[src/lcgs_pkg.sv]
package lcgs_pkg;

  // Register fields and reset values
  localparam int RowLengthW = 8;
  localparam int RowCountW = 11;
  localparam logic [RowLengthW-1:0] RowLengthReset = 8'd120;
  localparam logic [RowCountW-1:0] RowCountReset = 11'd36;

  // Grid limits
  localparam int MaxRowLengthDefault = 128;
  localparam int MaxRowCountDefault = 1024;
  localparam int MinSide = 3;

  // B3/S23 rule
  localparam int NeighbourW = 4;
  localparam logic [NeighbourW-1:0] BirthCount = 4'd3;
  localparam logic [NeighbourW-1:0] SurviveCount = 4'd2;

  // Configuration port
  localparam int AddrW = 3;
  localparam int DataW = 32;
  localparam int RegIndexLsb = 2;

  typedef enum logic {
    REG_ROW_LENGTH = 1'b0,
    REG_ROW_COUNT  = 1'b1
  } reg_index_t;

  typedef struct packed {
    logic cell_alive;
    logic flush;
  } cell_req_t;

  typedef struct packed {
    logic                  next_alive;
    logic [NeighbourW-1:0] live_neighbours;
    logic                  last_of_frame;
  } gen_req_t;

  // One column slot of the two line buffers
  typedef struct packed {
    logic upper;
    logic middle;
  } line_pair_t;

  // Controls from the raster counters to the window
  typedef struct packed {
    logic shift;
    logic clear;
    logic at_first_col;
    logic at_second_col;
  } window_ctrl_t;

  function automatic logic [1:0] popcount3(input logic [2:0] bits);
    popcount3 = {1'b0, bits[0]} + {1'b0, bits[1]} + {1'b0, bits[2]};
  endfunction

endpackage

[src/lcgs_line_cell.sv]
module lcgs_line_cell (
  input  logic               clk,
  input  logic               shift,
  input  logic               load,
  input  lcgs_pkg::line_pair_t neighbour,
  input  lcgs_pkg::line_pair_t fresh,
  output lcgs_pkg::line_pair_t held
);
  import lcgs_pkg::*;

  line_pair_t slot;

  // Take the fresh pair at the row's end slot, else pass the neighbor along.
  always_ff @(posedge clk) begin
    if (shift) begin
      slot <= load ? fresh : neighbour;
    end
  end

  assign held = slot;

endmodule

[src/lcgs_line_chain.sv]
module lcgs_line_chain #(
  parameter int MAX_ROW_LENGTH = lcgs_pkg::MaxRowLengthDefault,
  parameter int LEN_W = $clog2(MAX_ROW_LENGTH + 1)
) (
  input  logic                 clk,
  input  logic                 shift,
  input  logic [LEN_W-1:0]     used_len,
  input  lcgs_pkg::line_pair_t fresh,
  output lcgs_pkg::line_pair_t tap
);
  import lcgs_pkg::*;

  line_pair_t        held [MAX_ROW_LENGTH];
  logic [LEN_W-1:0]  end_slot;

  assign end_slot = used_len - LEN_W'(1);

  for (genvar i = 0; i < MAX_ROW_LENGTH; i++) begin : g_cell
    line_pair_t neighbour;
    if (i == MAX_ROW_LENGTH - 1) begin : g_tail
      assign neighbour = fresh;
    end else begin : g_body
      assign neighbour = held[i+1];
    end

    lcgs_line_cell u_cell (
      .clk       (clk),
      .shift     (shift),
      .load      (end_slot == LEN_W'(i)),
      .neighbour (neighbour),
      .fresh     (fresh),
      .held      (held[i])
    );
  end

  assign tap = held[0];

endmodule

[src/lcgs_window.sv]
module lcgs_window (
  input  logic                                clk,
  input  logic                                rst,
  input  lcgs_pkg::window_ctrl_t              ctrl,
  input  logic [2:0]                          column,
  output logic [lcgs_pkg::NeighbourW-1:0]     live_neighbours,
  output logic                                next_alive
);
  import lcgs_pkg::*;

  logic [8:0] window;
  logic [8:0] window_next;
  logic [2:0] left;
  logic [2:0] mid;
  logic [2:0] right;

  assign window_next = {column, window[8:3]};

  always_comb begin
    left  = ctrl.at_second_col ? 3'b000 : window_next[2:0];
    mid   = window_next[5:3];
    right = ctrl.at_first_col ? 3'b000 : window_next[8:6];
    live_neighbours = NeighbourW'(popcount3(left)) + NeighbourW'(popcount3(right))
                    + NeighbourW'(mid[0]) + NeighbourW'(mid[2]);
    next_alive = (live_neighbours == BirthCount)
              || (mid[1] && live_neighbours == SurviveCount);
  end

  always_ff @(posedge clk) begin
    if (rst || ctrl.clear) begin
      window <= '0;
    end else if (ctrl.shift) begin
      window <= window_next;
    end
  end

endmodule

[src/life_cell_generation_stencil_top.sv]
// Streaming Life stencil, rule B3/S23. Send one generation as a raster stream of
// cell requests (row_count rows of row_length cells), then row_length+1 flush
// requests. Each accepted request yields at most one next-generation cell,
// emitted one row plus one cell behind its input, with its live-neighbor count
// and a last_of_frame mark on the final cell; cells off the grid count as dead.
// The block takes one request per clock while cell_stall is low: the line
// buffers are a chain of shift cells whose length follows row_length, so every
// accepted request moves the chain one slot, and a two-entry output buffer lets
// input keep flowing while one result waits. Each result is registered.
// Register writes (row_length at 0x0, row_count at 0x4, both saturated to 3..max)
// restart the frame; write them only while the block is idle.
module life_cell_generation_stencil_top #(
  parameter int MAX_ROW_LENGTH = lcgs_pkg::MaxRowLengthDefault,
  parameter int MAX_ROW_COUNT  = lcgs_pkg::MaxRowCountDefault
) (
  input  logic                         clk,
  input  logic                         rst,
  input  logic                         cell_valid,
  output logic                         cell_stall,
  input  lcgs_pkg::cell_req_t          cell_req,
  output logic                         gen_valid,
  input  logic                         gen_stall,
  output lcgs_pkg::gen_req_t           gen,
  input  logic                         psel,
  input  logic                         penable,
  input  logic                         pwrite,
  input  logic [lcgs_pkg::AddrW-1:0]   paddr,
  input  logic [lcgs_pkg::DataW-1:0]   pwdata,
  output logic [lcgs_pkg::DataW-1:0]   prdata,
  output logic                         pready
);
  import lcgs_pkg::*;

  localparam int LEN_W  = $clog2(MAX_ROW_LENGTH + 1);
  localparam int LCMP_W = (LEN_W > RowLengthW) ? LEN_W : RowLengthW;
  localparam int CNT_W  = $clog2(MAX_ROW_COUNT + 1);
  localparam int CCMP_W = (CNT_W > RowCountW) ? CNT_W : RowCountW;
  localparam int COL_W  = $clog2(MAX_ROW_LENGTH);
  localparam int ROW_W  = $clog2(MAX_ROW_COUNT + 2);
  localparam int RCMP_W = ROW_W + 1;
  localparam int EMIT_W = $clog2(MAX_ROW_LENGTH * MAX_ROW_COUNT + 1);

  // ---------------------------------------------------------------------------
  // Configuration registers
  // ---------------------------------------------------------------------------
  logic [RowLengthW-1:0] row_length, row_length_next;
  logic [RowCountW-1:0]  row_count, row_count_next;
  logic [LCMP_W-1:0]     len_wide;
  logic [CCMP_W-1:0]     cnt_wide;
  logic [LEN_W-1:0]      used_len, used_len_next;
  logic [CNT_W-1:0]      used_rows, used_rows_next;
  logic [EMIT_W-1:0]     frame_cells, frame_cells_next;
  logic                  cfg_write;
  reg_index_t            cfg_index;

  assign pready    = 1'b1;
  assign cfg_write = psel && penable && pwrite;
  assign cfg_index = reg_index_t'(paddr[RegIndexLsb]);

  always_comb begin
    row_length_next = row_length;
    row_count_next  = row_count;
    if (rst) begin
      row_length_next = RowLengthReset;
      row_count_next  = RowCountReset;
    end else if (cfg_write) begin
      unique case (cfg_index)
        REG_ROW_LENGTH: row_length_next = pwdata[RowLengthW-1:0];
        REG_ROW_COUNT:  row_count_next  = pwdata[RowCountW-1:0];
        default: ;
      endcase
    end

    // Saturate to the usable range; the frame size follows from both.
    len_wide = LCMP_W'(row_length_next);
    if (len_wide < LCMP_W'(MinSide)) len_wide = LCMP_W'(MinSide);
    if (len_wide > LCMP_W'(MAX_ROW_LENGTH)) len_wide = LCMP_W'(MAX_ROW_LENGTH);
    cnt_wide = CCMP_W'(row_count_next);
    if (cnt_wide < CCMP_W'(MinSide)) cnt_wide = CCMP_W'(MinSide);
    if (cnt_wide > CCMP_W'(MAX_ROW_COUNT)) cnt_wide = CCMP_W'(MAX_ROW_COUNT);
    used_len_next    = len_wide[LEN_W-1:0];
    used_rows_next   = cnt_wide[CNT_W-1:0];
    frame_cells_next = EMIT_W'(used_len_next) * EMIT_W'(used_rows_next);
  end

  always_ff @(posedge clk) begin
    row_length  <= row_length_next;
    row_count   <= row_count_next;
    used_len    <= used_len_next;
    used_rows   <= used_rows_next;
    frame_cells <= frame_cells_next;
  end

  always_comb begin
    unique case (cfg_index)
      REG_ROW_LENGTH: prdata = DataW'(row_length);
      REG_ROW_COUNT:  prdata = DataW'(row_count);
      default:        prdata = '0;
    endcase
  end

  // ---------------------------------------------------------------------------
  // Raster position and masks
  // ---------------------------------------------------------------------------
  logic [COL_W-1:0]  column;
  logic [ROW_W-1:0]  row;
  logic [EMIT_W-1:0] emitted;
  logic [RCMP_W-1:0] row_wide;
  logic [RCMP_W-1:0] rows_wide;
  logic              accept;
  logic              in_grid, middle_ok, upper_ok;
  logic              live_in, emit, last, row_end;
  line_pair_t        tap, fresh;
  window_ctrl_t      wctrl;
  logic [NeighbourW-1:0] count;
  logic              next_alive;

  assign accept    = cell_valid && !cell_stall;
  assign row_wide  = RCMP_W'(row);
  assign rows_wide = RCMP_W'(used_rows);

  always_comb begin
    // Current row inside the grid, and the rows held in the two line buffers.
    in_grid   = row_wide < rows_wide;
    middle_ok = (row_wide >= RCMP_W'(1)) && (row_wide < rows_wide + RCMP_W'(1));
    upper_ok  = (row_wide >= RCMP_W'(2)) && (row_wide < rows_wide + RCMP_W'(2));
    live_in   = cell_req.cell_alive && !cell_req.flush && in_grid;

    // Push the live bit into the middle line; age the middle line into the upper.
    fresh.upper  = tap.middle;
    fresh.middle = live_in;

    // Drop results until the window has the first cell centered.
    emit    = (row_wide >= RCMP_W'(2)) || (row_wide == RCMP_W'(1) && column != '0);
    last    = (emitted + EMIT_W'(1)) >= frame_cells;
    row_end = (LEN_W'(column) + LEN_W'(1)) == used_len;

    wctrl.shift         = accept;
    wctrl.clear         = cfg_write || (accept && emit && last);
    wctrl.at_first_col  = column == COL_W'(0);
    wctrl.at_second_col = column == COL_W'(1);
  end

  // Counters restart on a register write and after the last cell of the frame.
  always_ff @(posedge clk) begin
    if (rst || cfg_write) begin
      column  <= '0;
      row     <= '0;
      emitted <= '0;
    end else if (accept) begin
      if (emit && last) begin
        column  <= '0;
        row     <= '0;
        emitted <= '0;
      end else begin
        if (emit) begin
          emitted <= emitted + EMIT_W'(1);
        end
        if (row_end) begin
          column <= '0;
          row    <= row + ROW_W'(1);
        end else begin
          column <= column + COL_W'(1);
        end
      end
    end
  end

  lcgs_line_chain #(
    .MAX_ROW_LENGTH (MAX_ROW_LENGTH),
    .LEN_W          (LEN_W)
  ) u_lines (
    .clk      (clk),
    .shift    (accept),
    .used_len (used_len),
    .fresh    (fresh),
    .tap      (tap)
  );

  lcgs_window u_window (
    .clk             (clk),
    .rst             (rst),
    .ctrl            (wctrl),
    .column          ({live_in, tap.middle && middle_ok, tap.upper && upper_ok}),
    .live_neighbours (count),
    .next_alive      (next_alive)
  );

  // ---------------------------------------------------------------------------
  // Output register plus skid entry
  // ---------------------------------------------------------------------------
  gen_req_t result;
  gen_req_t skid;
  logic     skid_valid;
  logic     push, take;

  assign result.next_alive      = next_alive;
  assign result.live_neighbours = count;
  assign result.last_of_frame   = last;

  assign push       = accept && emit;
  assign take       = gen_valid && !gen_stall;
  assign cell_stall = skid_valid;

  always_ff @(posedge clk) begin
    if (rst) begin
      gen_valid  <= 1'b0;
      skid_valid <= 1'b0;
    end else begin
      if (skid_valid) begin
        // Hold the input; advance the skid entry once the output is taken.
        if (take) begin
          gen        <= skid;
          skid_valid <= 1'b0;
        end
      end else if (push) begin
        if (!gen_valid || take) begin
          gen       <= result;
          gen_valid <= 1'b1;
        end else begin
          skid       <= result;
          skid_valid <= 1'b1;
        end
      end else if (take) begin
        gen_valid <= 1'b0;
      end
    end
  end

endmodule
[config.mk]
export PLATFORM = sky130hd
export DESIGN_NAME = life_cell_generation_stencil_top
export DESIGN_NICKNAME = d
export VERILOG_FILES = /design/src/lcgs_pkg.sv /design/src/lcgs_line_cell.sv /design/src/lcgs_line_chain.sv /design/src/lcgs_window.sv /design/src/life_cell_generation_stencil_top.sv
export SDC_FILE = /design/constraint.sdc
export NUM_CORES = 1
export LEC_CHECK = 0
export BUFFER_PORTS_ARGS = -buffer_cell sky130_fd_sc_hd__buf_2
export CORE_ASPECT_RATIO = 0.5
export CORE_MARGIN = 5
export CORE_UTILIZATION = 57
export DETAILED_ROUTE_END_ITERATION = 8
export PLACE_DENSITY = 0.78
export SYNTH_ARGS = -nofsm -noshare
export SYNTH_HDL_FRONTEND = slang
export SYNTH_SLANG_ARGS = --single-unit
[constraint.sdc]
create_clock -name clk -period 5.9 [get_ports clk]
set_input_delay 0.59 -clock clk [delete_from_list [all_inputs] [get_ports clk]]
set_output_delay 0.59 -clock clk [all_outputs]
set_load 0.02 [all_outputs]
==> impl_metrics.toml, run 1 <==
[status]
status = "completed"

[cts]
postCtsSetupBuffers = 0
clock_latency_ps = 550
cts_tree = "built"
numCtsBuffers = 35
cts-root-buf = "clkbuf_16"
htree_levels = 2
clk_pin_slew_ps = 60
clock-sinks = 368
postCtsHoldBufs = 0
clockBufferDepth = 3

[sta]
rsz0062_at_grt = "true"
min_period_over_period = 0.965
period_minus_slack_ps = 5700
finalHoldViolations = 0
fin_setup_tns_ps = 0
setup_viol = 0
hold_slack_ps = 359
finClkSkew_ps = 22.8
tightestPinTransition_ps = 1180
max_freq_ghz = 0.176
timing.slew.headroom = 0.212
finalMaxSlewViolations = 0

[layout]
num-nets-final = 2229
area_growth_pct = 9.06
drive_gt1_frac = 0.183
fin_area_sq_mm = 0.0232
antenna_cells = 0
post-route-util = 0.625

[routing]
drt_iter0_drc = 1361
vias = 15400
drc_errors = 0
detail-route-antenna-nets = 0
via_per_inst = 6.03
drtPass1Iterations = 5
postRouteWirelength_mm = 47.5
wire_per_inst_um = 18.6

[worst_setup_path]
critPathBufInv = 2
crit_fanout = 3
cp_common_cell = "fa_1"
worstPathRequired_ps = 6370
max_stage_delay_ps = 540
crit_slowest_cell = "fa_1"
worst_setup_path_start_kind = "flop"
end_kind = "flop"
path_class = "flop to flop"
worstPathCellList = "nor4_2 > mux2_2 > nand4b_1 > nor4_4 > a21o_1 > nand2_1 > inv_1 > nand2_1 > fa_1 > inv_1 > fa_1 > fa_1 > fa_1 > ha_1 > or2_2 > a21oi_2 > a211oi_1 > or3_1 > a31o_2 > a21oi_1 > xnor2_1"
cpLargestDelayFamily = "adder cells"
crit_arrival_ps = 6170

[place]
port_buffers = 39
place_area_sq_mm = 0.0221
gp_congestion = 0.876
dpl.hpwl_mm = 30.3

[power]
powerDensity_mw_per_mm2 = 253
p_leak_nw = 8.77
vdd_drop_max_v = 0.000307
power_w = 0.00587

[grt]
globalRouteTotalUtil = 0.225
grt-busiest-layer = "met2"
grt.met1_usage = 0.318
grt_start_max_net_pins = 113
antenna_found_initial = 0
grtUsageMet2 = 0.365
grt_pass1_vias = 14800
grt_overflow = 0
grt_pass1_wl_mm = 77.9
grt_util_met3 = 0.0347

[logic_synthesis]
yosysWarnings = 0
synthCells = 2012
synthDistinctLibCells = 72
ys_dominant_reg_cell = "edfxtp_1"
synth_area_per_cell_sq_um = 10.6
ys_top_cells_by_area = "edfxtp_1 (38%), dfxtp_1 (9.4%), mux2_2 (7.3%)"
synth_top_area_share = 0.378
synthArstFlopShare = 0
yosysTopAreaCell = "edfxtp_1"
synth_area_sq_mm = 0.0213
yosysSeqAreaShare = 0.472
ys_ff_latch = 368
synth_edf_count = 268

[hold_path]
hp-class = "input port to flop"

[floorplan]
rows = 50
core_sq_mm = 0.0372
initial_core_util = 0.573
die_h_um = 147
dieArea_sq_mm = 0.0416
io_pins = 85
fp.dieW_um = 283

[job]
maxCapViolations = 0
-- what timing repair did --
| action | 4_1_cts | 5_1_grt |
|---|---|---|
| setup endpoints to repair | 1 | 3 |
| resized for setup | 2 | 3 |
| pin swaps | 0 | 2 |
-- state kept, by name (all words and copies together) (netlist names), 7 cells and up --
register / cells
used_rows: 11
row_count: 11
column: 7
row_length: 8
row: 11
u_lines.g_cell.u_cell.held: 256
used_len: 8
frame_cells: 18
emitted: 18
-- worst reg2reg max path, delay by kind of cell, from the launching register on --
kind | cells | cell delay, ps
xor+xnor | 1 | 130
fa+ha+maj | 5 | 2390
flops | 1 | 330
buf+inv | 2 | 130
compound gates | 5 | 890
mux | 1 | 210
simple gates | 7 | 1570
-- placed cells by master (no fill, tap or decap), drive strengths merged, types with 3 or more instances in the layout --
cell,netlist,layout
nand2,168,168
a211oi,10,10
fa,57,57
clkbuf,116,45
inv,127,129
nor3,18,18
and3,9,9
edfxtp,268,268
mux2,139,139
a21o,7,7
o21a,9,9
buf,54,133
or2,6,6
conb,2,22
clkinv,0,12
nor4,12,12
or4,5,5
or3,21,21
a211o,4,4
nand4,16,16
nand2b,11,11
and2,8,8
o21ai,167,167
o31ai,8,8
ha,96,96
a21boi,3,3
o211ai,5,5
xnor2,46,46
nor3b,3,3
xor2,12,12
a31oi,4,4
nand3,49,49
nor2,219,219
nor2b,10,10
o41ai,126,126
nand3b,5,5
dfxtp,100,100
a21oi,67,67
and4,3,3
-- power breakdown --
group	switching [W]	internal (W)
logic	0.000417	0.000272
registers	0.0000485	0.00293
clock network	0.000998	0.00121
total	0.00146	0.00441
-- final timing paths --
path / start / end / slack [ps] / depth (start not counted)
worst min register to register: u_window.window[3]$_SDFFE_PP0P_ / u_window.window[3]$_SDFFE_PP0P_ / 460 / 2
worst max register to register: row_count[8]$_DFF_P_ / frame_cells[17]$_DFF_P_ / 200 / 21
worst max-delay path: row_count[8]$_DFF_P_ / frame_cells[17]$_DFF_P_ / 200 / 21
worst min-delay path: pwdata[2] / row_length[2]$_DFF_P_ / 360 / 3
-- kinds of logic after synthesis --
kind of cell / Yosys count / share of synthesized area
AO/OA/AOI/OAI: 427 / 0.140
XOR/XNOR: 58 / 0.0238
adder cells (fa/ha/maj): 153 / 0.110
buffers and inverters: 297 / 0.0602
flip-flops: 368 / 0.472
multiplexers: 140 / 0.0739
other: 2 / 0.000352
AND/OR/NAND/NOR: 567 / 0.121
-- final cells by class --
cell class                 instances  area (sq um)
fill                            2953         13900
multi-input combinational       1367         10100
sequential                       368         10100
clock buffer                      45           923
timing repair buffer             133           901
tap                              494           618
inverter                         127           484
clock inverter                    18           155
-- metal layers --
layer  vias to the layer above  wire length (um)
li1                       7266                 -
met1                      7552             20700
met2                       488             22500
met3                        76              3030
met4                         2              1170
met5                         -                56
-- cells in the mapped netlist, drive strengths merged (57+ instances only) --
| library cell | n |
|---|---|
| mux2 | 139 |
| o41ai | 126 |
| dfxtp | 100 |
| edfxtp | 268 |
| clkbuf | 116 |
| fa | 57 |
| o21ai | 167 |
| nor2 | 219 |
| nand2 | 168 |
| inv | 127 |
| a21oi | 67 |
| ha | 96 |
-- stage by stage --
step / worst slack (ps) / cells
after floorplan: 56.8 / 2032
final: 204 / 2552
after CTS: 40.2 / 2552
after detailed placement: -322 / 2489
after global placement: -198 / 2489
after global routing: -63.5 / 2552
Power figures use the tool's default switching activity.
==> inputs of run 2 (changes only) <==
BUFFER_PORTS_ARGS = unset   (was -buffer_cell sky130_fd_sc_hd__buf_2)
CELL_PAD_IN_SITES_DETAIL_PLACEMENT = 2   (was unset)
CELL_PAD_IN_SITES_GLOBAL_PLACEMENT = 2   (was unset)
CORE_UTILIZATION = 39   (was 57)
CTS_CLUSTER_SIZE = 14   (was unset)
DONT_BUFFER_PORTS = 1   (was unset)
==> impl_metrics.toml, run 2 (synthesized netlist as in run 1, its figures left out) <==
[status]
status = "completed"

[place]
port_buffers = 0
dpl.hpwl_mm = 40.5
gp_congestion = 0.843

[sta]
finClkSkew_ps = 24.0
setup_viol = 0
finalHoldViolations = 0
tightestPinTransition_ps = 1230
finalMaxSlewViolations = 0
min_period_over_period = 0.961
timing.slew.headroom = 0.179
max_freq_ghz = 0.176
rsz0062_at_grt = "true"
period_minus_slack_ps = 5670
hold_slack_ps = 110

[layout]
fillers = 5572
antenna_cells = 0
drive_gt1_frac = 0.179
layout.cells.most_common = "edfxtp_1"
post-route-util = 0.438
num-nets-final = 2190
largest_reg_flops = 256
area_growth_pct = 10.7
final_cell_mix = "edfxtp_1 (268), nor2_1 (218), nand2_1 (165)"

[routing]
vias = 15600
wire_per_inst_um = 22.9
drtPass1Iterations = 4
drt_iter0_drc = 1206
via_per_inst = 5.70
drc_errors = 0
detail-route-antenna-nets = 0
postRouteWirelength_mm = 62.8

[floorplan]
die_h_um = 175
dieArea_sq_mm = 0.0597
io_pins = 85
fp.dieW_um = 341
rows = 60
core_sq_mm = 0.0539
initial_core_util = 0.395

[cts]
htree_levels = 2
clock-sinks = 368
cts-root-buf = "clkbuf_16"
clockBufferDepth = 3
clock_latency_ps = 570
numCtsBuffers = 37
clk_pin_slew_ps = 70
postCtsHoldBufs = 0
cts_tree = "built"

[grt]
grt_overflow = 0
grt_pass1_wl_mm = 98.7
grt_pass1_vias = 17000
antenna_found_initial = 1
globalRouteTotalUtil = 0.205
grt_start_max_net_pins = 191

[worst_setup_path]
worstPathRequired_ps = 6380
end_kind = "flop"
path_class = "flop to flop"
crit_arrival_ps = 6150
worst_setup_path_start_kind = "flop"
crit_fanout = 4

[power]
p_leak_nw = 8.71
powerDensity_mw_per_mm2 = 268
vdd_drop_max_v = 0.000166

[hold_path]
hp-class = "input port to flop"

[job]
maxCapViolations = 0
## run 2: changes by cell type in the layout (fill, tap and decap cells not counted), moves of 3 or more
cell	delta
clkbuf_16	+3
clkinv_2	+4
buf_4	-3
fa_2	+3
clkinv_1	-3
bufinv_16	+4
buf_2	-39
fa_1	-3
## run 2: power by group
part           switching (W)  leakage (nW)  total (W)  internal, W
Combinational       0.000452          4.65   0.000725     0.000273
Clock                0.00111         0.635    0.00261      0.00149
Sequential         0.0000559          3.43    0.00299      0.00293
Total                0.00162          8.71    0.00632      0.00470
## run 2: area by class of cell
class	count	area, sq um	area share
tap	713	892	0.0378
multi-input combinational	1367	10200	0.431
timing repair buffer	92	703	0.0298
clock buffer	48	1020	0.0432
clock inverter	20	270	0.0115
inverter	127	484	0.0205
sequential	368	10100	0.426
## run 2: stage by stage
step	cell area (sq um)	worst slack, ps	total power [W]	TNS (ps)	cells
5_1_grt	23600	-24.0	0.00657	-30.4	2735
2_1_floorplan	21400	56.8	0.00352	0	2032
6_report	23600	231	0.00632	0	2735
3_3_place_gp	22200	-170	0.00369	-213	2666
3_5_place_dp	22200	-456	0.00375	-731	2666
4_1_cts	23500	12.1	0.00637	0	2735
## run 2: per-layer routing
layer  share of wire  track usage
met1            0.45        0.266
met2            0.50        0.366
met3           0.034       0.0340
met4           0.017       0.0390
met5         0.00021            0
## run 2: critical path, cell delays in order (launching register included)
cell      delay (ps)
dfxtp_2          350
nor4_4           270
mux2_4           180
nand4b_1         140
nor4_4           320
a21o_1           220
nand2_1          100
buf_4            160
nor2_2           110
fa_1             480
fa_1             510
fa_1             560
inv_1             60
fa_1             580
inv_1             60
ha_2             200
or3_1            360
or3_1            400
a31o_2           250
a21oi_2          150
xnor2_1          130
## run 2: final timing paths
path                                         from                         endpoint  slack [ps]  cells past startpoint
setup / recovery             row_count[3]$_DFF_P_          frame_cells[17]$_DFF_P_         230                     20
setup reg to reg             row_count[3]$_DFF_P_          frame_cells[17]$_DFF_P_         230                     20
hold reg to reg   u_window.window[3]$_SDFFE_PP0P_  u_window.window[3]$_SDFFE_PP0P_         460                      2
hold / removal                                rst            row_length[1]$_DFF_P_         110                      1
## run 2: what timing repair did
item | CTS | global route
setup buffers | 1 | 0
resized for setup | 2 | 18
endpoints found under the setup margin | 1 | 3
pin swaps | 2 | 15
==> inputs of run 3 (changes only) <==
MAX_ROUTING_LAYER = met4   (was unset)
==> impl_metrics.toml, run 3 (synthesized netlist as in run 1, its figures left out) <==
[grt]
grt_start_max_net_pins = 191
globalRouteTotalUtil = 0.211
antenna_found_initial = 1
grt_pass1_wl_mm = 98.6
grt_overflow = 0
grt_pass1_vias = 17000

[cts]
clock_latency_ps = 570
clk_pin_slew_ps = 70
postCtsHoldBufs = 0
cts_tree = "built"
clock-sinks = 368
htree_levels = 2
cts-root-buf = "clkbuf_16"
clockBufferDepth = 3
numCtsBuffers = 37

[sta]
finClkSkew_ps = 22.7
period_minus_slack_ps = 5650
fin_setup_tns_ps = 0
max_freq_ghz = 0.177
setup_viol = 0
min_period_over_period = 0.957
timing.slew.headroom = 0.159
rsz0062_at_grt = "true"
finalMaxSlewViolations = 0
tightestPinTransition_ps = 1260
setup_slack_ps = 254
finalHoldViolations = 0

[floorplan]
rows = 60
core_sq_mm = 0.0539
die_h_um = 175
initial_core_util = 0.395
fp.dieW_um = 341
dieArea_sq_mm = 0.0597
io_pins = 85

[worst_setup_path]
cpLargestDelayFamily = "adder cells"
end_kind = "flop"
worstPathCellList = "nor4_4 > mux2_4 > nand4b_1 > nor4_4 > a21o_1 > nand2_1 > buf_4 > nor2_2 > fa_1 > fa_1 > fa_1 > inv_1 > fa_1 > inv_1 > ha_2 > or3_1 > or3_1 > a31o_2 > a21oi_2 > xnor2_1"
cp-endpoint = "frame_cells[17]$_DFF_P_"
r2r_setup_slack_ps = 250
crit_arrival_ps = 6130
max_stage_delay_ps = 580
cp_common_cell = "fa_1"
cp-startpoint = "row_count[3]$_DFF_P_"
path_class = "flop to flop"
crit_slowest_cell = "fa_1"
critPathBufInv = 3
crit_fanout = 4
r2r_start = "row_count[3]$_DFF_P_"
r2r-end = "frame_cells[17]$_DFF_P_"
worst-path-stages = 20
r2r_cells = 20
worst_setup_path_start_kind = "flop"
worstPathRequired_ps = 6380

[layout]
fillers = 5571
layout.cells.most_common = "edfxtp_1"
final_cell_mix = "edfxtp_1 (268), nor2_1 (218), nand2_1 (165)"
area_growth_pct = 10.7
num-nets-final = 2190
largest_reg_flops = 256
drive_gt1_frac = 0.179

[power]
vdd_drop_max_v = 0.000166
pwr-share-clk = 0.412
p_leak_nw = 8.71
pwr-share-comb = 0.115
swShare = 0.256
powerDensity_mw_per_mm2 = 267
pwr-share-seq = 0.473
p_int_w = 0.00470
p_sw_w = 0.00161

[routing]
postRouteWirelength_mm = 62.9
drc_errors = 0
drtPass1Iterations = 5
via_per_inst = 5.72
drt_iter0_drc = 1045
vias = 15700
detail-route-antenna-nets = 0
wire_per_inst_um = 23.0

[place]
port_buffers = 0
pre_cts_slack_ps = -456
dpl.hpwl_mm = 40.5
gp_congestion = 0.856

[hold_path]
hp-class = "input port to flop"

[status]
status = "completed"

[job]
maxCapViolations = 0
==> run 3: cell count changes in the layout (fill, tap and decap cells not counted), sizes merged <==
cell	previous run	this run
diode	0	1
==> run 3: worst min-delay path by stage <==
stage / from / to / slack (ps) / depth (start not counted)
after global placement: u_window.window[3]$_SDFFE_PP0P_ / u_window.window[3]$_SDFFE_PP0P_ / 440 / 2
after CTS: rst / row_length[1]$_DFF_P_ / 80 / 1
after floorplan: u_window.window[3]$_SDFFE_PP0P_ / u_window.window[3]$_SDFFE_PP0P_ / 430 / 2
final: rst / row_count[3]$_DFF_P_ / 110 / 1
after detailed placement: u_window.window[3]$_SDFFE_PP0P_ / u_window.window[3]$_SDFFE_PP0P_ / 450 / 2
after global routing: rst / gen_valid$_SDFFE_PP0P_ / 80 / 1
==> run 3: cell type report <==
| type | count | area (sq um) | area share |
|---|---|---|---|
| Inverter | 127 | 484 | 0.0205 |
| Timing Repair Buffer | 92 | 703 | 0.0298 |
| Sequential cell | 368 | 10100 | 0.426 |
| Antenna cell | 1 | 2.50 | 0.000106 |
| Clock buffer | 48 | 1020 | 0.0432 |
| Multi-Input combinational cell | 1367 | 10200 | 0.431 |
| Tap cell | 713 | 892 | 0.0378 |
| Clock inverter | 20 | 270 | 0.0115 |
==> run 3: timing repair <==
action,in CTS,in global routing
buffers inserted,1,0
gates resized for setup,2,18
endpoints found under the setup margin,1,3
pin swaps,2,15
==> run 3: power by group through the flow <==
| stage | Sequential (W) | Combinational [W] | Clock (W) |
|---|---|---|---|
| 2_1_floorplan | 0.00301 | 0.000503 | 0 |
| 3_3_place_gp | 0.00303 | 0.000665 | 0 |
| 3_5_place_dp | 0.00304 | 0.000711 | 0 |
| 4_1_cts | 0.00299 | 0.000725 | 0.00266 |
| 5_1_grt | 0.00300 | 0.000803 | 0.00277 |
| 6_report | 0.00299 | 0.000726 | 0.00260 |
==> run 3: per-layer routing <==
| metal | GRT usage | share of wire | up-vias |
|---|---|---|---|
| li1 | - | - | 7180 |
| met1 | 0.266 | 0.45 | 8144 |
| met2 | 0.367 | 0.50 | 258 |
| met3 | 0.0329 | 0.036 | 79 |
| met4 | 0.0390 | 0.016 | 0 |
| met5 | - | 0 | - |
==> run 3: through the flow <==
stage / power (W) / hold slack (ps) / utilization / instances / instance area (sq um)
floorplan: 0.00352 / 432 / - / 2032 / 21400
finish: 0.00631 / 111 / 0.438 / 2736 / 23600
CTS: 0.00637 / 75.3 / 0.437 / 2735 / 23500
global route: 0.00657 / 84.9 / 0.438 / 2736 / 23600
detailed placement: 0.00375 / 454 / 0.412 / 2666 / 22200
global placement: 0.00369 / 442 / 0.412 / 2666 / 22200
